<file path="src/rtl/lrdc_pkg.sv">
`default_nettype none

package lrdc_pkg;

  // Fixed field widths of the item formats, source and block counts, and the queue depth.
  localparam int unsigned AddrW    = 6;
  localparam int unsigned RegW     = 5;
  localparam int unsigned BlockW   = 2;
  localparam int unsigned NumSrc   = 3;
  localparam int unsigned SrcSelW  = 2;
  localparam int unsigned BlkCount = 4;
  localparam int unsigned FifoDepth = 2;

  // Basic block tags.
  localparam logic [BlockW-1:0] BLK_SETUP = 2'd0;
  localparam logic [BlockW-1:0] BLK_BODY  = 2'd1;
  localparam logic [BlockW-1:0] BLK_AFTER = 2'd2;

  typedef enum logic [1:0] {
    MODE_LOAD   = 2'd0,
    MODE_REPORT = 2'd1,
    MODE_CLEAR  = 2'd2
  } mode_e;

  typedef enum logic [2:0] {
    KIND_NONE      = 3'd0,
    KIND_LOCAL     = 3'd1,
    KIND_INTERLOOP = 3'd2,
    KIND_INVARIANT = 3'd3,
    KIND_POSTLOOP  = 3'd4,
    KIND_BAD       = 3'd5
  } kind_e;

  // Commands passed from the front end to the back end.
  typedef enum logic [1:0] {
    OP_CLEAR  = 2'd0,
    OP_LOAD   = 2'd1,
    OP_REPORT = 2'd2,
    OP_BAD    = 2'd3
  } op_e;

  typedef enum logic [2:0] {
    ST_IDLE = 3'd0,
    ST_LOAD = 3'd1,
    ST_REC  = 3'd2,
    ST_SRC  = 3'd3,
    ST_EMIT = 3'd4
  } state_e;

  typedef struct packed {
    mode_e             mode;
    logic [AddrW-1:0]  address;
    logic [BlockW-1:0] block;
    logic              dest_valid;
    logic [RegW-1:0]   dest_reg;
    logic              src_a_valid;
    logic [RegW-1:0]   src_a;
    logic              src_b_valid;
    logic [RegW-1:0]   src_b;
    logic              src_c_valid;
    logic [RegW-1:0]   src_c;
  } in_t;

  typedef struct packed {
    kind_e            kind;
    logic [AddrW-1:0] cons_addr;
    logic [RegW-1:0]  src_reg;
    logic             producer_valid;
    logic [AddrW-1:0] prod_addr;
    logic             previous_valid;
    logic [AddrW-1:0] previous_address;
    logic             last;
  } out_t;

  typedef struct packed {
    logic            valid;
    logic [RegW-1:0] num;
  } src_t;

  typedef struct packed {
    op_e                     op;
    logic [AddrW-1:0]        address;
    logic [BlockW-1:0]       block;
    logic                    dest_valid;
    logic [RegW-1:0]         dest_reg;
    src_t [NumSrc-1:0]       src;
  } cmd_t;

endpackage

`default_nettype wire

</file>
<file path="src/rtl/lrdc_front.sv">
`default_nettype none

module lrdc_front #(
  parameter int unsigned PROGRAM_DEPTH = 64,
  parameter int unsigned NUM_REGS      = 32,
  parameter int unsigned MAX_SOURCES   = 3
) (
  input  wire logic          clk_i,
  input  wire logic          rst_ni,
  input  wire logic          in_valid_i,
  output logic               in_ready_o,
  input  wire lrdc_pkg::in_t in_data_i,
  input  wire logic          full_i,
  output logic               push_o,
  output lrdc_pkg::cmd_t     cmd_o
);
  import lrdc_pkg::*;

  localparam int unsigned CntW = $clog2(PROGRAM_DEPTH + 1);
  localparam int unsigned CmpW = (CntW > AddrW) ? CntW : AddrW;
  localparam int unsigned TrkW = RegW + 2;

  logic [CntW-1:0]              count_q, count_d;
  logic                         accept;
  logic                         room;
  logic                         bad;
  logic                         dest_trk;
  logic [NumSrc-1:0]            raw_v;
  logic [NumSrc-1:0]            keep;
  logic [NumSrc-1:0][RegW-1:0]  raw_r;

  assign in_ready_o = !full_i;
  assign accept     = in_valid_i && in_ready_o;
  assign room       = count_q < CntW'(PROGRAM_DEPTH);
  assign bad        = CmpW'(in_data_i.address) >= CmpW'(count_q);
  assign dest_trk   = {2'b00, in_data_i.dest_reg} < TrkW'(NUM_REGS);
  assign raw_r      = {in_data_i.src_c, in_data_i.src_b, in_data_i.src_a};

  // Trackable sources, minus the ones past the source limit and repeats.
  always_comb begin
    raw_v[0] = in_data_i.src_a_valid;
    raw_v[1] = in_data_i.src_b_valid;
    raw_v[2] = in_data_i.src_c_valid;
    for (int s = 0; s < NumSrc; s++) begin
      raw_v[s] = raw_v[s] && ({2'b00, raw_r[s]} < TrkW'(NUM_REGS));
    end
    for (int s = 0; s < NumSrc; s++) begin
      keep[s] = raw_v[s] && (s < MAX_SOURCES);
      for (int t = 0; t < s; t++) begin
        if (raw_v[t] && (raw_r[t] == raw_r[s])) begin
          keep[s] = 1'b0;
        end
      end
    end
  end

  always_comb begin
    push_o           = 1'b0;
    count_d          = count_q;
    cmd_o.op         = OP_LOAD;
    cmd_o.address    = in_data_i.address;
    cmd_o.block      = in_data_i.block;
    cmd_o.dest_valid = in_data_i.dest_valid && dest_trk;
    cmd_o.dest_reg   = in_data_i.dest_reg;
    for (int s = 0; s < NumSrc; s++) begin
      cmd_o.src[s].valid = keep[s];
      cmd_o.src[s].num   = raw_r[s];
    end
    case (in_data_i.mode)
      MODE_LOAD: begin
        push_o = accept && room;
        if (accept && room) begin
          count_d = count_q + CntW'(1);
        end
      end
      MODE_REPORT: begin
        push_o   = accept;
        cmd_o.op = bad ? OP_BAD : OP_REPORT;
      end
      MODE_CLEAR: begin
        push_o   = accept;
        cmd_o.op = OP_CLEAR;
        if (accept) begin
          count_d = '0;
        end
      end
      default: begin
        push_o = 1'b0;
      end
    endcase
  end

  always_ff @(posedge clk_i or negedge rst_ni) begin
    if (!rst_ni) begin
      count_q <= '0;
    end else begin
      count_q <= count_d;
    end
  end

endmodule

`default_nettype wire

</file>
<file path="src/rtl/lrdc_fifo.sv">
`default_nettype none

module lrdc_fifo (
  input  wire logic           clk_i,
  input  wire logic           rst_ni,
  input  wire logic           push_i,
  input  wire lrdc_pkg::cmd_t data_i,
  output logic                full_o,
  input  wire logic           pop_i,
  output logic                empty_o,
  output lrdc_pkg::cmd_t      data_o
);
  import lrdc_pkg::*;

  localparam int unsigned PtrW = $clog2(FifoDepth);

  cmd_t            mem_q [FifoDepth];
  logic [PtrW-1:0] wr_q, rd_q;
  logic [PtrW:0]   cnt_q;

  assign full_o  = cnt_q == (PtrW + 1)'(FifoDepth);
  assign empty_o = cnt_q == '0;
  assign data_o  = mem_q[rd_q];

  always_ff @(posedge clk_i) begin
    if (push_i) begin
      mem_q[wr_q] <= data_i;
    end
  end

  always_ff @(posedge clk_i or negedge rst_ni) begin
    if (!rst_ni) begin
      wr_q  <= '0;
      rd_q  <= '0;
      cnt_q <= '0;
    end else begin
      if (push_i) begin
        wr_q <= wr_q + PtrW'(1);
      end
      if (pop_i) begin
        rd_q <= rd_q + PtrW'(1);
      end
      if (push_i && !pop_i) begin
        cnt_q <= cnt_q + (PtrW + 1)'(1);
      end else if (pop_i && !push_i) begin
        cnt_q <= cnt_q - (PtrW + 1)'(1);
      end
    end
  end

`ifndef ASSERT_OFF
  a_no_push_full: assert property (@(posedge clk_i) disable iff (!rst_ni)
    push_i |-> !full_o)
    else $error("command pushed into a full queue");
  a_no_pop_empty: assert property (@(posedge clk_i) disable iff (!rst_ni)
    pop_i |-> !empty_o)
    else $error("command popped from an empty queue");
`endif

endmodule

`default_nettype wire

</file>
<file path="src/rtl/lrdc_back.sv">
`default_nettype none

module lrdc_back #(
  parameter int unsigned PROGRAM_DEPTH = 64,
  parameter int unsigned NUM_REGS      = 32,
  parameter int unsigned MAX_SOURCES   = 3
) (
  input  wire logic           clk_i,
  input  wire logic           rst_ni,
  input  wire logic           empty_i,
  input  wire lrdc_pkg::cmd_t cmd_i,
  output logic                pop_o,
  output logic                out_valid_o,
  input  wire logic           out_ready_i,
  output lrdc_pkg::out_t      out_data_o
);
  import lrdc_pkg::*;

  localparam int unsigned AW = $clog2(PROGRAM_DEPTH);
  localparam int unsigned RW = $clog2(NUM_REGS);
  localparam int unsigned NS = MAX_SOURCES;
  localparam int unsigned SW = (NS > 1) ? $clog2(NS) : 1;
  localparam int unsigned NW = $clog2(NS + 1);

  typedef struct packed {
    logic [BlockW-1:0]        block;
    logic [NS-1:0]            src_valid;
    logic [NS-1:0][RegW-1:0]  src_num;
    logic [NS-1:0]            loc_valid;
    logic [NS-1:0][AW-1:0]    loc_addr;
  } rec_t;

  state_e                state_q, state_d;
  logic [NW-1:0]         idx_q, idx_d;
  logic [NW-1:0]         n_q, n_d;
  logic [NW-1:0]         k_q, k_d;
  logic [AW-1:0]         ptr_q, ptr_d;
  cmd_t                  cmd_q, cmd_d;
  logic                  clr;

  // Last writer per block and register: valid bits in flops, addresses in memory.
  // One memory word per register holds the addresses of all blocks.
  logic [NUM_REGS-1:0]           lw_valid_q [BlkCount];
  logic [BlkCount-1:0][AW-1:0]   lw_mem [NUM_REGS];
  logic [RW-1:0]                 lw_raddr;
  logic                          lw_we;
  logic [BlkCount-1:0][AW-1:0]   lwa_q;
  logic [BlkCount-1:0]           lwv_q;

  rec_t                  rec_mem [PROGRAM_DEPTH];
  rec_t                  rec_q;
  rec_t                  rec_wdata;
  logic                  rec_we;
  logic                  rec_re;

  logic [NS-1:0]         loc_v_q, loc_v_d;
  logic [NS-1:0][AW-1:0] loc_a_q, loc_a_d;

  out_t                  res_q [NS];
  out_t                  res_item;
  logic                  res_we;
  logic                  found;

  logic [SrcSelW-1:0]    src_sel;
  logic [SrcSelW-1:0]    prev_sel;
  logic [NW-1:0]         prev;

  out_t                  out_q;
  out_t                  out_item;
  logic                  out_valid_q;
  logic                  out_load;
  logic                  emit_last;

  assign out_valid_o = out_valid_q;
  assign out_data_o  = out_q;
  assign prev        = idx_q - NW'(1);
  assign src_sel     = SrcSelW'(idx_q);
  assign prev_sel    = SrcSelW'(prev);

  always_comb begin : next_state
    state_d = state_q;
    case (state_q)
      ST_IDLE: begin
        if (!empty_i) begin
          case (cmd_i.op)
            OP_LOAD:   state_d = ST_LOAD;
            OP_REPORT: state_d = ST_REC;
            OP_BAD:    state_d = ST_EMIT;
            default:   state_d = ST_IDLE;
          endcase
        end
      end
      ST_LOAD: begin
        if (idx_q == NW'(NS)) begin
          state_d = ST_IDLE;
        end
      end
      ST_REC: begin
        state_d = ST_SRC;
      end
      ST_SRC: begin
        if (idx_q == NW'(NS)) begin
          state_d = ST_EMIT;
        end
      end
      ST_EMIT: begin
        if (out_load && emit_last) begin
          state_d = ST_IDLE;
        end
      end
      default: begin
        state_d = ST_IDLE;
      end
    endcase
  end

  // Classification of one source from its record and the last writer lookup.
  always_comb begin : classify
    res_item           = '0;
    res_item.cons_addr = cmd_q.address;
    res_item.src_reg   = rec_q.src_num[SW'(prev)];
    found              = 1'b0;
    if (rec_q.src_valid[SW'(prev)]) begin
      if (rec_q.loc_valid[SW'(prev)]) begin
        found                   = 1'b1;
        res_item.kind           = KIND_LOCAL;
        res_item.producer_valid = 1'b1;
        res_item.prod_addr      = AddrW'(rec_q.loc_addr[SW'(prev)]);
      end else if (rec_q.block == BLK_BODY && lwv_q[BLK_BODY]) begin
        found                     = 1'b1;
        res_item.kind             = KIND_INTERLOOP;
        res_item.producer_valid   = lwv_q[BLK_SETUP];
        res_item.prod_addr        = lwv_q[BLK_SETUP] ? AddrW'(lwa_q[BLK_SETUP]) : '0;
        res_item.previous_valid   = 1'b1;
        res_item.previous_address = AddrW'(lwa_q[BLK_BODY]);
      end else if (rec_q.block == BLK_AFTER && lwv_q[BLK_BODY]) begin
        found                   = 1'b1;
        res_item.kind           = KIND_POSTLOOP;
        res_item.producer_valid = 1'b1;
        res_item.prod_addr      = AddrW'(lwa_q[BLK_BODY]);
      end else if ((rec_q.block == BLK_BODY || rec_q.block == BLK_AFTER) &&
                   lwv_q[BLK_SETUP]) begin
        found                   = 1'b1;
        res_item.kind           = KIND_INVARIANT;
        res_item.producer_valid = 1'b1;
        res_item.prod_addr      = AddrW'(lwa_q[BLK_SETUP]);
      end
    end
  end

  always_comb begin : control
    pop_o     = 1'b0;
    cmd_d     = cmd_q;
    idx_d     = idx_q;
    n_d       = n_q;
    k_d       = k_q;
    ptr_d     = ptr_q;
    clr       = 1'b0;
    lw_raddr  = '0;
    lw_we     = 1'b0;
    rec_we    = 1'b0;
    rec_re    = 1'b0;
    loc_v_d   = loc_v_q;
    loc_a_d   = loc_a_q;
    res_we    = 1'b0;
    out_load  = 1'b0;
    out_item  = out_q;
    emit_last = 1'b0;
    case (state_q)
      ST_IDLE: begin
        if (!empty_i) begin
          pop_o = 1'b1;
          cmd_d = cmd_i;
          idx_d = '0;
          n_d   = '0;
          k_d   = '0;
          if (cmd_i.op == OP_CLEAR) begin
            clr   = 1'b1;
            ptr_d = '0;
          end
        end
      end
      ST_LOAD: begin
        // One source lookup per cycle; each answer is registered before it is used.
        if (idx_q < NW'(NS)) begin
          lw_raddr = RW'(cmd_q.src[src_sel].num);
        end
        if (idx_q != '0) begin
          loc_v_d[SW'(prev)] = cmd_q.src[prev_sel].valid && lwv_q[cmd_q.block];
          loc_a_d[SW'(prev)] = lwa_q[cmd_q.block];
        end
        idx_d = idx_q + NW'(1);
        if (idx_q == NW'(NS)) begin
          rec_we = 1'b1;
          lw_we  = cmd_q.dest_valid;
          ptr_d  = ptr_q + AW'(1);
        end
      end
      ST_REC: begin
        rec_re = 1'b1;
      end
      ST_SRC: begin
        if (idx_q < NW'(NS)) begin
          lw_raddr = RW'(rec_q.src_num[SW'(idx_q)]);
        end
        if (idx_q != '0 && found) begin
          res_we = 1'b1;
          n_d    = n_q + NW'(1);
        end
        idx_d = idx_q + NW'(1);
      end
      ST_EMIT: begin
        if (!out_valid_q || out_ready_i) begin
          out_load = 1'b1;
          k_d      = k_q + NW'(1);
          if (n_q == '0) begin
            out_item           = '0;
            out_item.kind      = (cmd_q.op == OP_BAD) ? KIND_BAD : KIND_NONE;
            out_item.cons_addr = cmd_q.address;
            out_item.last      = 1'b1;
          end else begin
            out_item      = res_q[SW'(k_q)];
            out_item.last = (k_q == n_q - NW'(1));
          end
          emit_last = out_item.last;
        end
      end
      default: begin
        pop_o = 1'b0;
      end
    endcase
  end

  always_comb begin : record_pack
    rec_wdata.block     = cmd_q.block;
    for (int s = 0; s < NS; s++) begin
      rec_wdata.src_valid[s] = cmd_q.src[s].valid;
      rec_wdata.src_num[s]   = cmd_q.src[s].num;
    end
    rec_wdata.loc_valid = loc_v_d;
    rec_wdata.loc_addr  = loc_a_d;
  end

  always_ff @(posedge clk_i or negedge rst_ni) begin
    if (!rst_ni) begin
      state_q <= ST_IDLE;
      idx_q   <= '0;
      n_q     <= '0;
      k_q     <= '0;
      ptr_q   <= '0;
    end else begin
      state_q <= state_d;
      idx_q   <= idx_d;
      n_q     <= n_d;
      k_q     <= k_d;
      ptr_q   <= ptr_d;
    end
  end

  always_ff @(posedge clk_i or negedge rst_ni) begin
    if (!rst_ni) begin
      for (int b = 0; b < BlkCount; b++) begin
        lw_valid_q[b] <= '0;
      end
    end else if (clr) begin
      for (int b = 0; b < BlkCount; b++) begin
        lw_valid_q[b] <= '0;
      end
    end else if (lw_we) begin
      lw_valid_q[cmd_q.block][RW'(cmd_q.dest_reg)] <= 1'b1;
    end
  end

  always_ff @(posedge clk_i) begin
    if (lw_we) begin
      lw_mem[RW'(cmd_q.dest_reg)][cmd_q.block] <= ptr_q;
    end
    lwa_q <= lw_mem[lw_raddr];
    for (int b = 0; b < BlkCount; b++) begin
      lwv_q[b] <= lw_valid_q[b][lw_raddr];
    end
  end

  always_ff @(posedge clk_i) begin
    if (rec_we) begin
      rec_mem[ptr_q] <= rec_wdata;
    end
    if (rec_re) begin
      rec_q <= rec_mem[AW'(cmd_q.address)];
    end
  end

  always_ff @(posedge clk_i) begin
    cmd_q   <= cmd_d;
    loc_v_q <= loc_v_d;
    loc_a_q <= loc_a_d;
    if (res_we) begin
      res_q[SW'(n_q)] <= res_item;
    end
    if (out_load) begin
      out_q <= out_item;
    end
  end

  always_ff @(posedge clk_i or negedge rst_ni) begin
    if (!rst_ni) begin
      out_valid_q <= 1'b0;
    end else if (out_load) begin
      out_valid_q <= 1'b1;
    end else if (out_ready_i) begin
      out_valid_q <= 1'b0;
    end
  end

`ifndef ASSERT_OFF
  a_load_advances_ptr: assert property (@(posedge clk_i) disable iff (!rst_ni)
    (state_q == ST_LOAD && idx_q == NW'(NS)) |=> (ptr_q == AW'($past(ptr_q) + AW'(1))))
    else $error("load pointer did not advance after a load");
  a_result_count: assert property (@(posedge clk_i) disable iff (!rst_ni)
    n_q <= NW'(NS))
    else $error("more results collected than sources");
  a_bad_is_single: assert property (@(posedge clk_i) disable iff (!rst_ni)
    (out_valid_q && out_q.kind == KIND_BAD) |-> (out_q.last && out_q.src_reg == '0))
    else $error("bad address result is not a lone final transfer");
`endif

endmodule

`default_nettype wire

</file>
<file path="src/rtl/loop_register_dependency_classifier_unit.sv">
`default_nettype none

// Loop register dependency classifier.
// Input channel (in_valid_i/in_ready_o/in_data_i): one transfer is a command.
// Mode load stores the next instruction at the next free address, mode clear
// empties the program, mode report asks for the dependencies of one address.
// Output channel (out_valid_o/out_ready_i/out_data_o): a report yields one to
// MAX_SOURCES result transfers in source order; the final one carries last.
// A front stage accepts commands into a two-entry queue, so the input keeps
// taking transfers while a result waits at the output register.
// In the back end a load makes one last-writer memory lookup per source and
// then writes its record. A report reads its record, looks up each source and
// then emits the results. Clear is done from idle; a bad address goes straight
// to its single result. A stalled receiver holds the output register; the back
// end waits, the queue fills and in_ready_o drops. Reset empties the program
// and the queue; the instruction memory needs no clearing pass.
module loop_register_dependency_classifier_unit #(
  parameter int unsigned PROGRAM_DEPTH = 64,
  parameter int unsigned NUM_REGS      = 32,
  parameter int unsigned MAX_SOURCES   = 3
) (
  input  wire logic          clk_i,
  input  wire logic          rst_ni,
  input  wire logic          in_valid_i,
  output logic               in_ready_o,
  input  wire lrdc_pkg::in_t in_data_i,
  output logic               out_valid_o,
  input  wire logic          out_ready_i,
  output lrdc_pkg::out_t     out_data_o
);
  import lrdc_pkg::*;

  logic fifo_full;
  logic fifo_empty;
  logic push;
  logic pop;
  cmd_t cmd_push;
  cmd_t cmd_head;

  // Front end: accepts commands, counts loaded instructions, checks report
  // addresses and drops repeated or untrackable sources.
  lrdc_front #(
    .PROGRAM_DEPTH (PROGRAM_DEPTH),
    .NUM_REGS      (NUM_REGS),
    .MAX_SOURCES   (MAX_SOURCES)
  ) u_front (
    .clk_i      (clk_i),
    .rst_ni     (rst_ni),
    .in_valid_i (in_valid_i),
    .in_ready_o (in_ready_o),
    .in_data_i  (in_data_i),
    .full_i     (fifo_full),
    .push_o     (push),
    .cmd_o      (cmd_push)
  );

  // Short command queue that decouples the two halves.
  lrdc_fifo u_fifo (
    .clk_i   (clk_i),
    .rst_ni  (rst_ni),
    .push_i  (push),
    .data_i  (cmd_push),
    .full_o  (fifo_full),
    .pop_i   (pop),
    .empty_o (fifo_empty),
    .data_o  (cmd_head)
  );

  // Back end: owns the instruction memory and the last-writer tables and
  // produces the result transfers.
  lrdc_back #(
    .PROGRAM_DEPTH (PROGRAM_DEPTH),
    .NUM_REGS      (NUM_REGS),
    .MAX_SOURCES   (MAX_SOURCES)
  ) u_back (
    .clk_i       (clk_i),
    .rst_ni      (rst_ni),
    .empty_i     (fifo_empty),
    .cmd_i       (cmd_head),
    .pop_o       (pop),
    .out_valid_o (out_valid_o),
    .out_ready_i (out_ready_i),
    .out_data_o  (out_data_o)
  );

endmodule

`default_nettype wire

</file>
<file path="config.mk">
export PLATFORM = sky130hd
export DESIGN_NAME = loop_register_dependency_classifier_unit
export DESIGN_NICKNAME = d
export VERILOG_FILES = /design/src/rtl/lrdc_pkg.sv /design/src/rtl/lrdc_front.sv /design/src/rtl/lrdc_fifo.sv /design/src/rtl/lrdc_back.sv /design/src/rtl/loop_register_dependency_classifier_unit.sv
export SDC_FILE = /design/constraint.sdc
export NUM_CORES = 2
export LEC_CHECK = 0
export ABC_CLOCK_PERIOD_IN_PS = 6900
export BUFFER_PORTS_ARGS = -buffer_cell sky130_fd_sc_hd__buf_2
export CAP_MARGIN = 10
export CORE_MARGIN = 3
export CORE_UTILIZATION = 25
export DETAILED_ROUTE_END_ITERATION = 10
export GPL_TIMING_DRIVEN = 0
export PLACE_DENSITY = 0.37
export SETUP_SLACK_MARGIN = 0.5
export SYNTH_ARGS = -nofsm -noshare
export SYNTH_HDL_FRONTEND = slang
export SYNTH_SLANG_ARGS = --single-unit
</file>
<file path="constraint.sdc">
create_clock -name clk_i -period 6.9 [get_ports clk_i]
set_clock_uncertainty 0.05 [all_clocks]
set_input_delay 0.345 -clock clk_i [delete_from_list [all_inputs] [get_ports clk_i]]
set_output_delay 0.345 -clock clk_i [all_outputs]
set_load 0.02 [all_outputs]
</file>
# [Yosys cells after proc, flatten, opt, wreduce, memory -nomap -nowiden]
# Memory sizes are Yosys's and may differ from the RTL's. A register that Yosys moved wholly into a read port is not among the register bits.
# Index checks and enable logic that the tools add are counted.
# Widths: inputs -> output; s select.
[totals] out_inout_bits=31 mem_bits_rw=3544 n_memories=4 word_cells=263 register_bits=243 input_bits=38
[op_classes] n_lt_le_gt_ge=13 add_sub_neg=11 n_mux=120 reduce_logical=47 eq_ne=27 bitwise_logic=3
[memory_table] memory="u_back.rec_mem" words=64 width=41 rd=1 rd_clocked_by_memory_dff=1 write_ports=1 line="lrdc_back.sv:50" text="rec_t rec_mem [PROGRAM_DEPTH];"
[memory_table] memory="u_back.lw_mem" words=32 width=24 rd=1 rd_clocked_by_memory_dff=1 write_ports=1 line="lrdc_back.sv:44" text="logic [BlkCount-1:0][AW-1:0] lw_mem [NUM_REGS];"
[memory_table] memory="u_back.res_q" words=3 width=28 rd=1 rd_clocked_by_memory_dff=0 write_ports=1 line="lrdc_back.sv:59" text="out_t res_q [NS];"
[memory_table] memory="u_fifo.mem_q" words=2 width=34 rd=1 rd_clocked_by_memory_dff=0 write_ports=1 line="lrdc_fifo.sv:17" text="cmd_t mem_q [FifoDepth];"
[op_table] op="$mux 128" n=2
[op_table] op="$or 128x128->128" n=1
[op_table] op="$demux 32 s2" n=1
[op_table] op="$mux 7" n=8
[op_table] op="$mux 6" n=9
[op_table] op="$bmux 6 s2" n=4
[op_table] op="$mux 1" n=43
[op_table] op="$mux 18" n=2
[op_table] op="$mux 3" n=11
[op_table] op="$mux 32" n=1
[op_table] op="$mux 29" n=1
[op_table] op="$mux 5" n=5
[op_table] op="$demux 6 s2" n=2
[op_table] op="$mux 24" n=1
[op_table] op="$bmux 1 s5" n=4
[op_table] op="$bmux 5 s2" n=2
[op_table] op="$bwmux 18" n=1
[op_table] op="$reduce_bool 2->1" n=9
[op_table] op="$logic_and 1x1->1" n=17
[op_table] op="$ne 2x1->1 const B" n=8
[op_table] op="$pmux 2 s2" n=4
[op_table] op="$eq 5x5->1" n=3
[op_table] op="$pmux 3 s5" n=1
[op_table] op="$eq 2x2->1 const B" n=7
[op_table] op="other kinds (41)" n=74

# [Logic depth before layout (Yosys ltp)]
[logic_depth] depth_word=13 mapped_depth=12 ltp_nobuf=9

# [By module]
# A second synthesis with hierarchy kept.
[unflattened] cells_unflattened=7521 hier_area_um2=150528.1
[by_module_without_submodules] mod="lrdc_back" seq_area_each_um2=112087.5 n_inst=1 cells_per_inst=7270 area_each_um2=146659.4
[by_module_without_submodules] mod="lrdc_fifo" seq_area_each_um2=2142.1 n_inst=1 cells_per_inst=122 area_each_um2=2791.4
[by_module_without_submodules] mod="lrdc_front" seq_area_each_um2=175.2 n_inst=1 cells_per_inst=129 area_each_um2=1077.3

# [Worst setup path before layout]
# OpenSTA, ideal clock, no wires.
[synth_path] path_type="reg-to-reg" from="register u_back.ptr_q[3]" to="memory u_back.rec_mem[10][0] in the netlist's numbering (enable)" required_ns=6.411 path_buffers=2 arrival_time_ns=4.464 stages_incl_launch_ff=5 slack_ns=1.946 synth_period_minus_slack_ns=4.954 cell_sequence="dfrtp_1 clkbuf_1 or3b_2 buf_1 nor2_1"
[synth_rtl] element="start: declaration" line="lrdc_back.sv:37" text="logic [AW-1:0] ptr_q, ptr_d;"
[synth_rtl] element="start signal: assignment" line="lrdc_back.sv:256" text="ptr_q <= ptr_d;"
[synth_rtl] element="end: declaration" line="lrdc_back.sv:50"
# No word-level cell before the write port.

# [Final worst setup path]
[layout_path] from="register u_back.cmd_q[8] in the netlist's numbering" to="register u_back.lwa_q[5] in the netlist's numbering, read port of u_back.lw_mem"
[layout_between] elab_chain_cells=4
[layout_rtl] element="start: declaration" line="lrdc_back.sv:38" text="cmd_t cmd_q, cmd_d;"
[layout_rtl] element="start signal: assignment" line="lrdc_back.sv:294" text="cmd_q <= cmd_d;"
[layout_rtl] element="$bmux 6 s2" line="lrdc_back.sv:186" text="lw_raddr = RW'(cmd_q.src[src_sel].num);"
[layout_rtl] element="$mux 5 (not written as such)" line="lrdc_back.sv:186"
[layout_rtl] element="$mux 5" line="lrdc_back.sv:185" text="if (idx_q < NW'(NS)) begin"
[layout_rtl] element="$pmux 5 s2" line="lrdc_back.sv:169" text="case (state_q)"
[layout_rtl] element="end: declaration" line="lrdc_back.sv:47" text="logic [BlkCount-1:0][AW-1:0] lwa_q;"
# No other way between the ends. The select of a mux whose other input is x is not followed.
# A chain may end at the register's enable or synchronous reset.

==> summary.txt <==
Run status
  – Status: complete, no violations

GRT
  – Initial antenna violation count: 39
  – Grt total ovfl: 0
  – All-layer global routing usage: 16.4%
  – Via count of the first global-routing pass: 78,800
  – First-pass GRT wire length: 688,000 um
  – Largest net degree at the start of global routing: 73

Clock tree
  – Post-CTS sizing: 0
  – Cts bufs inserted: 433
  – CTS tree: done
  – CTS Sinks: 3,852
  – Clk root buf: clkbuf_16
  – Max Root-Sink Buffers: 4
  – H-tree levels: 5
  – Clock-pin slew on the worst setup and hold paths: 0.06 ns
  – Insertion delay to the later sink of the worst-skew pair: 1.00 ns

Logic synthesis
  – Synth area leaders: edfxtp_1 74%, mux4_2 13%, dfrtp_1 2.6%
  – Yosys top cell area share: 73.8%
  – Async SR Flop Fraction: 4.02%
  – Synth Area per Inst: 20.2 um2
  – Syn Nets: 7,413
  – Seq/Total Area, Yosys: 77.0%
  – Top_reg_cell synth: edfxtp_1
  – Most frequent cell after synthesis: edfxtp_1
  – Yosys cell types: 60
  – Post-synth top area cell: edfxtp_1
  – Cells after Synth: 7,351
  – Synth Warn #: 0
  – Most instantiated cells after synthesis: 3,648 x edfxtp_1, 865 x mux4_2, 480 x nand2_1, 460 x nor2_1, 257 x clkbuf_1
  – Flop and latch count out of synthesis: 3,852
  – Post-synth EDFFs: 3,648
  – Mapped Area: 0.149 mm2

Flow run
  – Max Cap Violations: 0

Routing
  – Post-DRT Antenna Nets: 0
  – Routed Wire Length: 507,000 um
  – Via density: 4.66
  – Vias: 76,200
  – Wire per inst: 31.0 um
  – Drt drc: 0
  – TritonRoute pass-1 iters: 6
  – Initial DRC Count: 6,541

Place
  – Dpl hpwl: 353,000 um
  – PortBufs: 68
  – RD Place Congestion: 0.833

Timing
  – Fin Setup TNS: 0 ns
  – Fin crit period: 5.94 ns
  – Achievable Freq: 168 MHz
  – Hold Fails Final Rpt: 0
  – Final Max Slew Viols: 0
  – Crit share post-route: 86.1%
  – Normalized max-slew margin: 7.80%
  – Hold_ws: 0.118 ns
  – Worst-Margin Slew: 1.37 ns
  – RSZ-0062 raised after global routing: false
  – Final Setup Violations: 0

Setup path
  – Crit end category: flop
  – CP arrival: 6.51 ns
  – CP cell instances: buf_16 > mux4_2 > a22oi_1 > nor2_1 > nand3b_1 > clkbuf_1 > a211oi_1 > nor4_1 > nand3_1
  – Max incr delay on CP: 1.17 ns
  – Max FO, Critical Path: 18
  – Cell family with most CP delay: simple AND/OR/NAND/NOR gates
  – WS Path Type: flop to flop
  – Required time worst endpoint: 7.47 ns
  – Slowest library cell on the worst path: nor4_1
  – Buf/Inv on CP: 2
  – CP Launch Type: flop

Power and ir drop
  – PD cells: 427 mW/mm2
  – Lkg Pwr: 56.2 nW
  – IR drop worst, VDD: 0.266 mV
  – Total chip power: 76.5 mW

Floorplan
  – Die Height: 777 um
  – Cell Rows: 282
  – Die width: 777 um
  – I/O Pins: 69
  – Die area: 0.603 mm2
  – Core Region: 0.591 mm2
  – Initial Util: 25.1%

Cells and area
  – Layout cells sized above 1: 24.7%
  – Final nets: 8,221
  – Area added between synthesis and finish: 20.7%

Min path
  – HP Class: primary input to flop
[registers in the layout (all words and copies together) (netlist names)]
register            count
u_back.lw_mem         768
u_back.lw_valid_q     128
u_back.loc_a_q         18
u_fifo.mem_q           68
u_back.lwv_q            4
u_back.state_q          3
u_fifo.cnt_q            2
u_back.idx_q            2
u_back.res_q           84
u_back.rec_q           41
u_fifo.rd_q             1
u_back.out_data_o      29
u_back.ptr_q            6
u_back.rec_mem       2624
u_back.n_q              2
u_back.loc_v_q          3
u_back.cmd_q           34
u_back.out_valid_o      1
u_fifo.wr_q             1
u_front.count_q         7
u_back.k_q              2
u_back.lwa_q           24
[metrics by stage]
step / cells / setup WS, ns / area [um2] / utilization [%]
3_3_place_gp: 15200 / -5.72 / 159000 / 26.8
4_1_cts: 16300 / 0.710 / 179000 / 30.3
6_report: 16400 / 0.957 / 179000 / 30.3
2_1_floorplan: 7351 / 1.95 / 149000 / -
5_1_grt: 16300 / 0.714 / 179000 / 30.3
3_5_place_dp: 15500 / 0.757 / 164000 / 27.8
[logic make-up (layout without fill, tap and decap cells)]
| group | count (synthesis) | count (layout) | share of synthesized area, % |
|---|---|---|---|
| buffers and inverters | 458 | 1641 | 1.34 |
| multiplexers | 1019 | 1019 | 14.4 |
| AND/OR/NAND/NOR | 1288 | 1288 | 3.81 |
| flip-flops | 3852 | 3852 | 77.0 |
| XOR/XNOR | 25 | 25 | 0.147 |
| AO/OA/AOI/OAI | 685 | 685 | 3.03 |
| adder cells (fa/ha/maj) | 24 | 24 | 0.202 |
| other | 0 | 17 | 0 |
[path summary, 6_finish.rpt]
check                                      start               endpoint  slack (ns)  depth (start not counted)
hold reg to reg            u_back.lw_valid_q[67]  u_back.lw_valid_q[67]        0.43                          1
setup reg to reg                 u_back.cmd_q[8]        u_back.lwa_q[5]        0.96                          9
setup / recovery                 u_back.cmd_q[8]        u_back.lwa_q[5]        0.96                          9
max in group asynchronous                 rst_ni            u_fifo.rd_q        5.63                          4
hold / removal                     in_data_i[14]     u_fifo.mem_q[0][2]        0.12                          2
min in group asynchronous                 rst_ni  u_back.lw_valid_q[46]        0.41                          3
[worst reg2reg max path, stage by stage, from the launching register on]
cell,delay [ns]
edfxtp_1,0.93
buf_16,0.24
mux4_2,0.27
a22oi_1,0.19
nor2_1,0.76
nand3b_1,0.67
clkbuf_1,0.54
a211oi_1,0.21
nor4_1,1.17
nand3_1,0.57
[power breakdown]
group | internal (mW) | total [mW] | switching, mW
clock network | 13.1 | 22.8 | 9.73
logic | 7.64 | 24.3 | 16.7
registers | 28.6 | 29.3 | 0.643
[timing repair]
item	in CTS	in global routing
hold buffers	51	0
hold endpoints to repair	238	0
buffers inserted	0	0
[metal layers]
layer	vias to the layer above	routed length, um	GRT usage [%]
met3	622	23300	2.28
met2	2009	251000	28.1
met4	2	12400	3.66
li1	31800	-	-
met5	-	13	0
met1	41700	220000	22.2
[final cells by class]
class	instances	area, um2
Antenna cell	17	42.5
Buffer	437	1920
Clock buffer	559	11500
Clock inverter	251	2490
Fill cell	57200	412000
Inverter	21	78.8
Multi-Input combinational cell	3041	32700
Sequential cell	3852	114000
Tap cell	7810	9770
Timing Repair Buffer	373	6350
[layout by cell type (no fill, tap or decap), types with 59 or more instances in the layout]
master / count
nand3_1: 99
buf_16: 90
nor2_1: 394
o21ai_0: 68
o21a_1: 65
mux2i_1: 59
buf_2: 184
clkinv_2: 76
and3_1: 107
edfxtp_1: 3648
clkinv_1: 102
mux4_2: 865
nand2_1: 480
mux2_2: 64
nor2_4: 65
a211oi_1: 195
clkbuf_16: 436
dfrtp_1: 149
clkbuf_1: 355
a21oi_1: 185
buf_12: 124
Power figures use the tool's default switching activity.
